File: src/hw/rtl/dseq_pkg.sv
// ----------------------------------------------------------------------------
// dseq_pkg: shared types and helpers of the deadline sorted event queue
// Event count, entry and command types, and the wrapped deadline compare.
// ----------------------------------------------------------------------------
package dseq_pkg;

  localparam int EVENT_COUNT = 32;
  localparam int ID_W        = 5;
  localparam int TIME_W      = 32;
  localparam int MASK_W      = 32;

  typedef enum logic [1:0] {
    OP_ADD    = 2'd0,
    OP_REMOVE = 2'd1,
    OP_POP    = 2'd2,
    OP_REBASE = 2'd3
  } op_e;

  typedef enum logic [2:0] {
    CELL_HOLD,
    CELL_DROP,
    CELL_POP,
    CELL_REBASE,
    CELL_INSERT
  } cell_op_e;

  typedef enum logic {
    ST_IDLE,
    ST_INSERT
  } state_e;

  typedef struct packed {
    logic              valid;
    logic [ID_W-1:0]   id;
    logic [TIME_W-1:0] deadline;
  } entry_t;

  // broadcast to every cell of the chain
  typedef struct packed {
    cell_op_e          op;
    logic [ID_W-1:0]   id;
    logic [TIME_W-1:0] deadline;
    logic [TIME_W-1:0] now;
  } cmd_t;

  // signed distance compare: (a - now) < (b - now)
  function automatic logic sooner(input logic [TIME_W-1:0] a,
                                  input logic [TIME_W-1:0] b,
                                  input logic [TIME_W-1:0] now);
    logic [TIME_W-1:0] da;
    logic [TIME_W-1:0] db;
    da = (a - now) ^ {1'b1, {(TIME_W-1){1'b0}}};
    db = (b - now) ^ {1'b1, {(TIME_W-1){1'b0}}};
    return da < db;
  endfunction

endpackage

File: src/hw/rtl/dseq_cell.sv
// ----------------------------------------------------------------------------
// dseq_cell: one slot of the sorted chain
// Holds one queued event and takes data from its left or right neighbor.
// ----------------------------------------------------------------------------
module dseq_cell (
  input  logic            clk_i,
  input  logic            rst_ni,
  input  dseq_pkg::cmd_t   cmd_i,
  input  dseq_pkg::entry_t left_i,
  input  dseq_pkg::entry_t right_i,
  input  logic            flag_i,
  output dseq_pkg::entry_t entry_o,
  output logic            flag_o
);
  import dseq_pkg::*;

  logic              valid_q, valid_d;
  logic [ID_W-1:0]   id_q, id_d;
  logic [TIME_W-1:0] deadline_q, deadline_d;
  logic              match;
  logic              gate;

  assign match = valid_q && (id_q == cmd_i.id);
  // new entry goes in front of this one
  assign gate  = !valid_q || sooner(cmd_i.deadline, deadline_q, cmd_i.now);

  always_comb begin
    flag_o     = flag_i;
    valid_d    = valid_q;
    id_d       = id_q;
    deadline_d = deadline_q;
    case (cmd_i.op)
      CELL_DROP: begin
        flag_o = flag_i | match;
        if (flag_o) begin
          valid_d    = right_i.valid;
          id_d       = right_i.id;
          deadline_d = right_i.deadline;
        end
      end
      CELL_POP: begin
        valid_d    = right_i.valid;
        id_d       = right_i.id;
        deadline_d = right_i.deadline;
      end
      CELL_REBASE: begin
        deadline_d = deadline_q - cmd_i.now;
      end
      CELL_INSERT: begin
        flag_o = flag_i | gate;
        if (flag_i) begin
          valid_d    = left_i.valid;
          id_d       = left_i.id;
          deadline_d = left_i.deadline;
        end else if (gate) begin
          id_d       = cmd_i.id;
          deadline_d = cmd_i.deadline;
          valid_d    = 1'b1;
        end
      end
      default: begin
        flag_o = flag_i;
      end
    endcase
  end

  always_ff @(posedge clk_i or negedge rst_ni) begin
    if (!rst_ni) begin
      valid_q <= 1'b0;
    end else begin
      valid_q <= valid_d;
    end
  end

  always_ff @(posedge clk_i) begin
    id_q       <= id_d;
    deadline_q <= deadline_d;
  end

  always_comb begin
    entry_o.valid    = valid_q;
    entry_o.id       = id_q;
    entry_o.deadline = deadline_q;
  end

endmodule

File: config.mk
export PLATFORM = sky130hd
export DESIGN_NAME = dseq_cell
export DESIGN_NICKNAME = d
export VERILOG_FILES = /design/src/hw/rtl/dseq_pkg.sv /design/src/hw/rtl/dseq_cell.sv
export SDC_FILE = /design/constraint.sdc
export NUM_CORES = 1
export LEC_CHECK = 0
export BUFFER_PORTS_ARGS = -buffer_cell sky130_fd_sc_hd__buf_4
export CAP_MARGIN = 10
export CORE_MARGIN = 3
export CORE_UTILIZATION = 58
export CTS_CLUSTER_SIZE = 16
export DETAILED_ROUTE_END_ITERATION = 6
export PLACE_DENSITY_LB_ADDON = 0.12
export SYNTH_ARGS = -nofsm -noshare
export SYNTH_HDL_FRONTEND = slang
export SYNTH_SLANG_ARGS = --single-unit
File: constraint.sdc
create_clock -name clk_i -period 11.35 [get_ports clk_i]
set_clock_uncertainty 0.15 [all_clocks]
set_input_delay 2.27 -clock clk_i [delete_from_list [all_inputs] [get_ports clk_i]]
set_output_delay 2.27 -clock clk_i [all_outputs]
set_load 0.1 [all_outputs]
==> results of run 1 <==
-- report_power, final --
part	switching [W]	internal (W)
logic	0.000466	0.000265
clock network	0.0000580	0.0000428
registers	0.0000140	0.000181
-- Yosys cell counts, drive strengths merged (3+ instances only) --
cell type,number
ha,93
a21oi,71
nand2,69
o21ai,58
inv,51
nor2,48
mux2i,38
edfxtp,37
xnor2,32
o221ai,29
xor2,29
a21o,25
clkbuf,20
nand4,15
nand3,13
nor2b,13
nor3,11
a211oi,9
o21a,8
nand2b,7
o21bai,7
a31oi,6
a31o,4
and2,4
buf,4
nor4,4
o31ai,4
a41oi,3
and4,3
o211ai,3
-- layer usage --
metal / track usage, % / up-vias
met5: 0 / -
met4: 12.4 / 0
met3: 6.51 / 50
met2: 59.8 / 355
met1: 37.6 / 3092
li1: - / 3162
-- tightest hold or removal path, stage by stage (launching register included) --
cell and delay (ps):
dfrtp_1 420, nand2_1 80, o21ai_0 100
-- final timing paths --
kind / slack, ps / cells after the start / startpoint / endpoint
hold / removal: 490 / 2 / valid_q / valid_q
setup / recovery: 1990 / 23 / cmd_i[32] / flag_o
max in group asynchronous: 9400 / 1 / rst_ni / valid_q
setup reg to reg: 5370 / 18 / deadline_q[1] / deadline_q[9]
hold reg to reg: 490 / 2 / valid_q / valid_q
min in group asynchronous: 1570 / 1 / rst_ni / valid_q
-- flip-flops by register name, indices dropped and copies added (netlist names) --
name / flops
id_q: 5
valid_q: 1
deadline_q: 32
-- placed cells by master (no fill, tap or decap), types with 5 or more instances in the layout --
cell,instances
nand2_1,69
ha_1,93
nor3_1,11
a31oi_1,6
nand3_1,13
a211oi_1,9
edfxtp_1,37
o21a_1,8
clkbuf_8,5
buf_4,193
inv_1,51
a21o_1,25
nand2b_1,7
mux2i_1,38
a21oi_1,70
o21ai_0,55
o21bai_1,7
xor2_1,29
nor2_1,48
nor2b_1,13
xnor2_1,32
o221ai_1,28
nand4_1,15
-- layout make-up --
type	instances	share of cell area (%)
well taps	133	2.17
multi-input cells	634	60.6
repair buffers	193	18.9
inverters	51	2.50
clock buffers	6	0.946
flip-flops and latches	38	14.8
clock inverters	2	0.130
-- stage by stage --
| stage | util, % | setup slack (ps) | instance area [um2] | total power, W | hold slack (ps) |
|---|---|---|---|---|---|
| after floorplan | - | 1420 | 6060 | 0.000721 | 365 |
| after global placement | 76.2 | 2040 | 7590 | 0.000895 | 396 |
| after detailed placement | 76.2 | 2020 | 7590 | 0.000913 | 460 |
| after CTS | 77.1 | 2000 | 7670 | 0.00102 | 480 |
| after global routing | 77.1 | 1740 | 7670 | 0.00109 | 514 |
| final | 77.1 | 1990 | 7670 | 0.00103 | 488 |
-- cells by family (layout without fill, tap and decap cells) --
kind of cell | after synthesis | in the layout | synth area share (%)
XOR/XNOR | 61 | 61 | 8.81
buffers and inverters | 75 | 252 | 4.73
AND/OR/NAND/NOR | 191 | 191 | 14.5
flip-flops | 38 | 38 | 18.7
multiplexers | 38 | 38 | 6.28
AO/OA/AOI/OAI | 249 | 249 | 27.0
adder cells (fa/ha/maj) | 95 | 95 | 19.9
==> flow_metrics.env, run 1 <==
export IMPL_outcome="complete, no violations"
export IMPL_insertion_delay_ps=320
export IMPL_start_util_pct=60.9
export IMPL_grt_max_degree=45
export IMPL_first_global_vias=6550
export IMPL_cp_max_fo=4
export IMPL_wire_per_inst_um=18.7
export IMPL_portBuffers=189
export IMPL_power_leakage_nw=3.73
export IMPL_dieWidth_um=108
export IMPL_critPathKind="input port to output pin"
export IMPL_grtUsageTotal_pct=32.8
export IMPL_multi_input_area_mm2=0.00465
export IMPL_synth_yosys_seq_area_share_pct=18.7
export IMPL_cp_slowest_cell="a311o_1"
export IMPL_synthTopCellsByArea="ha_1 (19%), edfxtp_1 (18%), mux2i_1 (6.3%), a21oi_1 (5.9%), o21ai_0 (4.6%)"
export IMPL_yosys_area_top_type="ha_1"
export IMPL_synth_cells=747
export IMPL_ctsHtreeMaxLevel=2
export IMPL_cpPeakStageDelay_ps=420
export IMPL_cts_resized=0
export IMPL_syn_avg_cell_area_um2=8.11
export IMPL_dr_pass1_iters=7
export IMPL_power_density_mw_per_mm2=134
export IMPL_routabilityCongestion=0.967
export IMPL_fp_dieArea_mm2=0.0117
export IMPL_top_layer="met4"
export IMPL_min_path_type="register to register"
export IMPL_clk_pin_slew_ps=80
export IMPL_slew_violations=0
export IMPL_wl_met2_mm=9.99
export IMPL_grt_pass1_wl_mm=30.8
export IMPL_final_cells=1057
export IMPL_fmax_ghz=0.107
export IMPL_clock_sinks=38
export IMPL_path_delay_family="compound AO/OA/AOI/OAI gates"
export IMPL_start_kind="input port"
export IMPL_dr_first_iter_drc_count=499
export IMPL_crit_path_cell_trace="buf_4 -> inv_1 -> ha_1 -> inv_1 -> fa_1 -> a21oi_1 -> nor2b_1 -> a311o_1 -> a311o_1 -> a21o_1 -> a31o_2 -> a31oi_1 -> o21ai_1 -> xor2_1 -> ha_1 -> a21o_1 -> a21oi_1 -> o21ai_0 -> a21o_1 -> a211o_1 -> a31o_2 -> a21oi_1 -> buf_4"
export IMPL_setup_viol=0
export IMPL_fin_nets=1169
export IMPL_synthFlopType="edfxtp_1"
export IMPL_postCtsHoldBufs=0
export IMPL_antenna_left=0
export IMPL_grt_overflow=0
export IMPL_setup_tns_ps=0
export IMPL_synth_top_area_share_pct=19.2
export IMPL_ys_ff_latch=38
export IMPL_synth_edf_count=37
export IMPL_routed_wl_mm=19.8
export IMPL_final_layout_size_suffix_gt1_share_pct=22.7
export IMPL_drv_cap=0
export IMPL_synth_area_mm2=0.00606
export IMPL_fin_crit_sh_pct=82.5
export IMPL_cts_buffer_depth=2
export IMPL_crit_required_ps=8930
export IMPL_area_delta_synth_final_pct=26.6
export IMPL_fill_cells=758
export IMPL_numCtsBuffers=5
export IMPL_finalHoldViolCount=0
export IMPL_synth_nets=993
export IMPL_worstMarginPinSlew_ps=936
export IMPL_fin_crit_ps=9360
export IMPL_tritoncts="yes"
export IMPL_post_dp_hpwl_mm=16.0
export IMPL_async_flop_share_pct=2.63
export IMPL_drcViolationCount=0
export IMPL_end_kind="output pin"
export IMPL_placed_cells=1049
export IMPL_peakVddDrop_v=0.000109
export IMPL_core_mm2=0.00995
export IMPL_grt_setup_unrepaired="no"
export IMPL_cts_root_buf="clkbuf_8"
export IMPL_antenna_found_initial=0
export IMPL_routed_wl_met3_mm=1.70
export IMPL_num_rows=36
export IMPL_vias=6659
export IMPL_die_h_um=108
export IMPL_diodes=0
export IMPL_cts_setup_buffers=0
export IMPL_io_pins=190
export IMPL_relSlewSlack_pct=37.6
export IMPL_path_buf_inv=4
export IMPL_seqCellArea_mm2=0.00114
export IMPL_yosysWarnings=0
export IMPL_ys_types=57
export IMPL_wl_met1_mm=7.52
export IMPL_cp_arrival_ps=6940
export IMPL_avgViaCountPerCell=6.30
Power figures use the tool's default switching activity.
==> run 2, diff against run 1 <==
- CORE_UTILIZATION: 58 -> 53
- clock period: 11.35 -> 9.8 ns (I/O delays scaled with it)
==> run 2 against run 1 <==
Against the previous run:
- largest power group unchanged
- sequential share of layout area is 0.18 points lower
- routed wire length is 3.7% higher
- register-to-register slack got worse by 1400 ps
- first-iteration DRC count down 6.8%
- setup slack worse by 1000 ps
- critical endpoint unchanged
==> flow_metrics.env, run 2 (same netlist as run 1, synthesis figures left out) <==
export IMPL_outcome="complete, no violations"
export IMPL_core_mm2=0.0110
export IMPL_placed_cells=1055
export IMPL_routabilityCongestion=0.968
export IMPL_io_pins=190
export IMPL_p_sw_w=0.000642
export IMPL_dieWidth_um=113
export IMPL_grt_pass1_wl_mm=32.4
export IMPL_slew_violations=0
export IMPL_ctsHtreeMaxLevel=2
export IMPL_relSlewSlack_pct=16.4
export IMPL_fin_crit_sh_pct=89.9
export IMPL_end_kind="output pin"
export IMPL_clockPowerShare_pct=15.9
export IMPL_routed_wl_mm=20.5
export IMPL_fill_cells=902
export IMPL_grt_max_degree=45
export IMPL_diodes=0
export IMPL_fmax_ghz=0.113
export IMPL_die_h_um=113
export IMPL_wire_per_inst_um=19.3
export IMPL_final_cells=1063
export IMPL_post_dp_hpwl_mm=16.4
export IMPL_cts_resized=0
export IMPL_drcViolationCount=0
export IMPL_start_util_pct=55.2
export IMPL_final_cell_mix="buf_4 (192), ha_1 (93), a21oi_1 (70), nand2_1 (69), o21ai_0 (55)"
export IMPL_insertion_delay_ps=300
export IMPL_p_comb_share_pct=66.4
export IMPL_grtUsageTotal_pct=31.2
export IMPL_cts_root_buf="clkbuf_16"
export IMPL_power_density_mw_per_mm2=165
export IMPL_portBuffers=189
export IMPL_start_kind="input port"
export IMPL_area_delta_synth_final_pct=28.2
export IMPL_postCtsHoldBufs=0
export IMPL_avgViaCountPerCell=6.21
export IMPL_cp_max_fo=4
export IMPL_regToRegStartpoint="deadline_q[1]"
export IMPL_worstMarginPinSlew_ps=1250
export IMPL_finalHoldViolCount=0
export IMPL_fin_crit_ps=8810
export IMPL_dr_pass1_iters=5
export IMPL_reg_top3="deadline_q x32, id_q x5, valid_q x1"
export IMPL_dr_first_iter_drc_count=465
export IMPL_multi_input_area_mm2=0.00465
export IMPL_clk_pin_slew_ps=70
export IMPL_design_area_mm2=0.00777
export IMPL_hp_start="valid_q"
export IMPL_fp_dieArea_mm2=0.0128
export IMPL_power_leakage_nw=3.76
export IMPL_tritoncts="yes"
export IMPL_final_common_cell="buf_4"
export IMPL_fin_nets=1168
export IMPL_largest_reg_flops=32
export IMPL_grt_setup_unrepaired="no"
export IMPL_clock_sinks=38
export IMPL_drv_cap=0
export IMPL_hold_slack_ps=483
export IMPL_utilization_pct=70.7
export IMPL_first_global_vias=6808
export IMPL_seqCellArea_mm2=0.00114
export IMPL_vias=6604
export IMPL_placed_area_mm2=0.00760
export IMPL_p_sw_share_pct=50.2
export IMPL_antenna_found_initial=0
export IMPL_cp_startpoint="cmd_i[32]"
export IMPL_min_path_type="register to register"
export IMPL_cp_arrival_ps=6700
export IMPL_peakVddDrop_v=0.000112
export IMPL_regMostFlops="deadline_q"
export IMPL_setup_tns_ps=0
export IMPL_sequentialPowerShare_pct=17.7
export IMPL_grt_overflow=0
export IMPL_setup_viol=0
export IMPL_antenna_left=0
export IMPL_numCtsBuffers=5
export IMPL_final_layout_size_suffix_gt1_share_pct=22.8
export IMPL_cts_buffer_depth=2
export IMPL_crit_required_ps=7690
export IMPL_num_rows=38
export IMPL_cts_setup_buffers=0
export IMPL_critPathKind="input port to output pin"
export IMPL_intPower_w=0.000636
-- run 2: metal layers --
| layer | wire [um] | track usage [%] |
|---|---|---|
| met3 | 1770 | 7.01 |
| met2 | 10500 | 58.0 |
| met5 | 0 | 0 |
| met1 | 7810 | 35.6 |
| met4 | 424 | 9.13 |
-- run 2: worst paths after layout --
path	endpoint	slack (ps)	cells past startpoint
setup / recovery	flag_o	990	23
hold / removal	valid_q	480	2
setup reg to reg	deadline_q[16]	3980	17
hold reg to reg	valid_q	480	2
max in group asynchronous	valid_q	8150	1
min in group asynchronous	valid_q	1270	1
-- run 2: layout make-up --
cell class | instances | area share, %
multi-input combinational | 634 | 59.9
tap | 140 | 2.26
clock inverter | 3 | 0.580
timing repair buffer | 192 | 18.6
inverter | 51 | 2.46
clock buffer | 5 | 1.61
sequential | 38 | 14.6
-- run 2: stage by stage --
step | setup slack, ps | total power [W]
2_1_floorplan | 491 | 0.000835
3_3_place_gp | 1100 | 0.00105
3_5_place_dp | 1040 | 0.00106
4_1_cts | 1020 | 0.00127
5_1_grt | 687 | 0.00136
6_report | 985 | 0.00128
-- run 2: worst max-delay path, stage by stage --
cell,delay (ps)
buf_4,110
inv_1,50
ha_1,160
inv_1,60
fa_1,400
a21oi_1,150
nor2b_1,90
a311o_1,420
a311o_1,340
a21o_1,220
a31o_2,270
a31oi_1,270
o21ai_1,110
xor2_1,170
ha_1,300
a21o_1,160
a21oi_1,130
o21ai_0,110
a21o_1,180
a211o_1,300
a31o_2,270
a21oi_1,160
buf_4,310
-- run 2: power by group through the flow --
stage                     logic, W  clock network (W)  registers [W]
after floorplan           0.000457                  0       0.000378
after global placement    0.000817                  0       0.000228
after detailed placement  0.000834                  0       0.000229
after CTS                 0.000840           0.000204       0.000226
after global routing      0.000923           0.000208       0.000229
final                     0.000848           0.000203       0.000226
==> run 3, diff against run 2 <==
- CORE_UTILIZATION: 53 -> 58
- clock period: 9.8 -> 10.4 ns (I/O delays scaled with it)
==> run 3 against run 2 <==
Against the previous run:
- first-iteration DRC count up 10%
- sequential power down 6%
- global-route usage up 2.8 points
==> flow_metrics.env, run 3 (same netlist as run 1, synthesis figures left out) <==
export IMPL_power_leakage_nw=3.74
export IMPL_relSlewSlack_pct=37.3
export IMPL_whs_path_depth=2
export IMPL_utilization_pct=77.3
export IMPL_dr_pass1_iters=5
export IMPL_cts_root_buf="clkbuf_8"
export IMPL_setup_tns_ps=0
export IMPL_cp_arrival_ps=6820
export IMPL_cts_setup_buffers=0
export IMPL_slew_violations=0
export IMPL_insertion_delay_ps=310
export IMPL_regToRegStartpoint="deadline_q[1]"
export IMPL_regMostFlops="deadline_q"
export IMPL_grtUsageTotal_pct=34.0
export IMPL_num_rows=36
export IMPL_worst_r2r_setup_slack_ps=4440
export IMPL_first_global_vias=6783
export IMPL_cts_resized=0
export IMPL_fin_crit_ps=9050
export IMPL_start_kind="input port"
export IMPL_grt_overflow=0
export IMPL_r2r_end="deadline_q[9]"
export IMPL_tritoncts="yes"
export IMPL_grt_pass1_wl_mm=32.1
export IMPL_final_cell_mix="buf_4 (193), ha_1 (93), a21oi_1 (70), nand2_1 (69), o21ai_0 (55)"
export IMPL_vias=6710
export IMPL_avgViaCountPerCell=6.35
export IMPL_cp_max_fo=4
export IMPL_fmax_ghz=0.110
export IMPL_diodes=0
export IMPL_end_kind="output pin"
export IMPL_area_delta_synth_final_pct=27.0
export IMPL_largest_reg_flops=32
export IMPL_dieWidth_um=108
export IMPL_hold_end="valid_q"
export IMPL_setup_viol=0
export IMPL_ctsHtreeMaxLevel=2
export IMPL_p_sw_w=0.000596
export IMPL_portBuffers=189
export IMPL_sequentialPowerShare_pct=18.4
export IMPL_p_comb_share_pct=69.8
export IMPL_final_common_cell="buf_4"
export IMPL_critPathKind="input port to output pin"
export IMPL_drcViolationCount=0
export IMPL_wire_per_inst_um=19.3
export IMPL_power_density_mw_per_mm2=150
export IMPL_worstMarginPinSlew_ps=940
export IMPL_final_layout_size_suffix_gt1_share_pct=22.8
export IMPL_cts_buffer_depth=2
export IMPL_fin_nets=1169
export IMPL_intPower_w=0.000559
export IMPL_start_util_pct=60.9
export IMPL_crit_required_ps=8170
export IMPL_antenna_left=0
export IMPL_fp_dieArea_mm2=0.0117
export IMPL_die_h_um=108
export IMPL_core_mm2=0.00995
export IMPL_peakVddDrop_v=0.000106
export IMPL_finalHoldViolCount=0
export IMPL_drv_cap=0
export IMPL_antenna_found_initial=0
export IMPL_min_path_type="register to register"
export IMPL_reg2regPathDepth=18
export IMPL_hp_start="valid_q"
export IMPL_post_dp_hpwl_mm=16.4
export IMPL_outcome="complete, no violations"
export IMPL_io_pins=190
export IMPL_p_sw_share_pct=51.6
export IMPL_grt_setup_unrepaired="no"
export IMPL_dr_first_iter_drc_count=512
export IMPL_clock_sinks=38
export IMPL_reg_top3="deadline_q x32, id_q x5, valid_q x1"
export IMPL_grt_max_degree=46
export IMPL_postCtsHoldBufs=0
export IMPL_numCtsBuffers=5
export IMPL_routabilityCongestion=0.938
export IMPL_clk_pin_slew_ps=90
export IMPL_clockPowerShare_pct=11.9
export IMPL_fin_crit_sh_pct=87.0
export IMPL_routed_wl_mm=20.4
run 3: how the worst max path moves through the flow:
stage                     startpoint  endpoint  slack (ps)  depth (start not counted)
after floorplan            cmd_i[32]    flag_o         850                         21
after global placement     cmd_i[32]    flag_o        1460                         23
after detailed placement   cmd_i[32]    flag_o        1430                         23
after CTS                  cmd_i[32]    flag_o        1390                         23
after global routing       cmd_i[32]    flag_o        1120                         23
final                      cmd_i[32]    flag_o        1350                         23
run 3: per-stage QoR:
step	hold slack, ps	cells	power, W	area, um2	worst slack [ps]
2_1_floorplan	365	747	0.000787	6060	851
3_3_place_gp	392	1049	0.000975	7590	1460
3_5_place_dp	420	1049	0.000998	7590	1430
4_1_cts	440	1057	0.00114	7700	1390
5_1_grt	512	1057	0.00123	7700	1120
6_report	443	1057	0.00116	7700	1350
run 3: worst max-delay path: stages:
cell and delay (ps):
buf_4 110, inv_1 50, ha_1 150, inv_1 50, fa_1 400, a21oi_1 160
nor2b_1 90, a311o_1 430, a311o_1 340, a21o_1 230, a31o_2 270, a31oi_1 250
o21ai_1 110, xor2_1 160, ha_1 300, a21o_1 170, a21oi_1 130, o21ai_0 90
a21o_1 180, a211o_1 300, a31o_2 270, a21oi_1 170, buf_4 320
run 3: area by class of cell:
cell class	instances	area, um2
inverters	51	191
clock inverters	3	40.0
well taps	133	166
flip-flops and latches	38	1140
fillers	746	2260
clock buffers	5	68.8
multi-input cells	634	4650
repair buffers	193	1450
run 3: power groups by stage:
stage | sequential [W] | clock, W | combinational (W)
detailed placement | 0.000215 | 0 | 0.000783
finish | 0.000212 | 0.000137 | 0.000806
global placement | 0.000215 | 0 | 0.000761
global route | 0.000214 | 0.000141 | 0.000870
CTS | 0.000212 | 0.000138 | 0.000792
floorplan | 0.000357 | 0 | 0.000430
run 3: routing by layer:
layer / global-route usage [%] / wire [um] / vias to the layer above
li1: - / - / 3159
met5: 0 / 0 / -
met1: 40.9 / 7980 / 3139
met2: 60.8 / 10200 / 349
met4: 13.1 / 622 / 0
met3: 5.31 / 1590 / 63
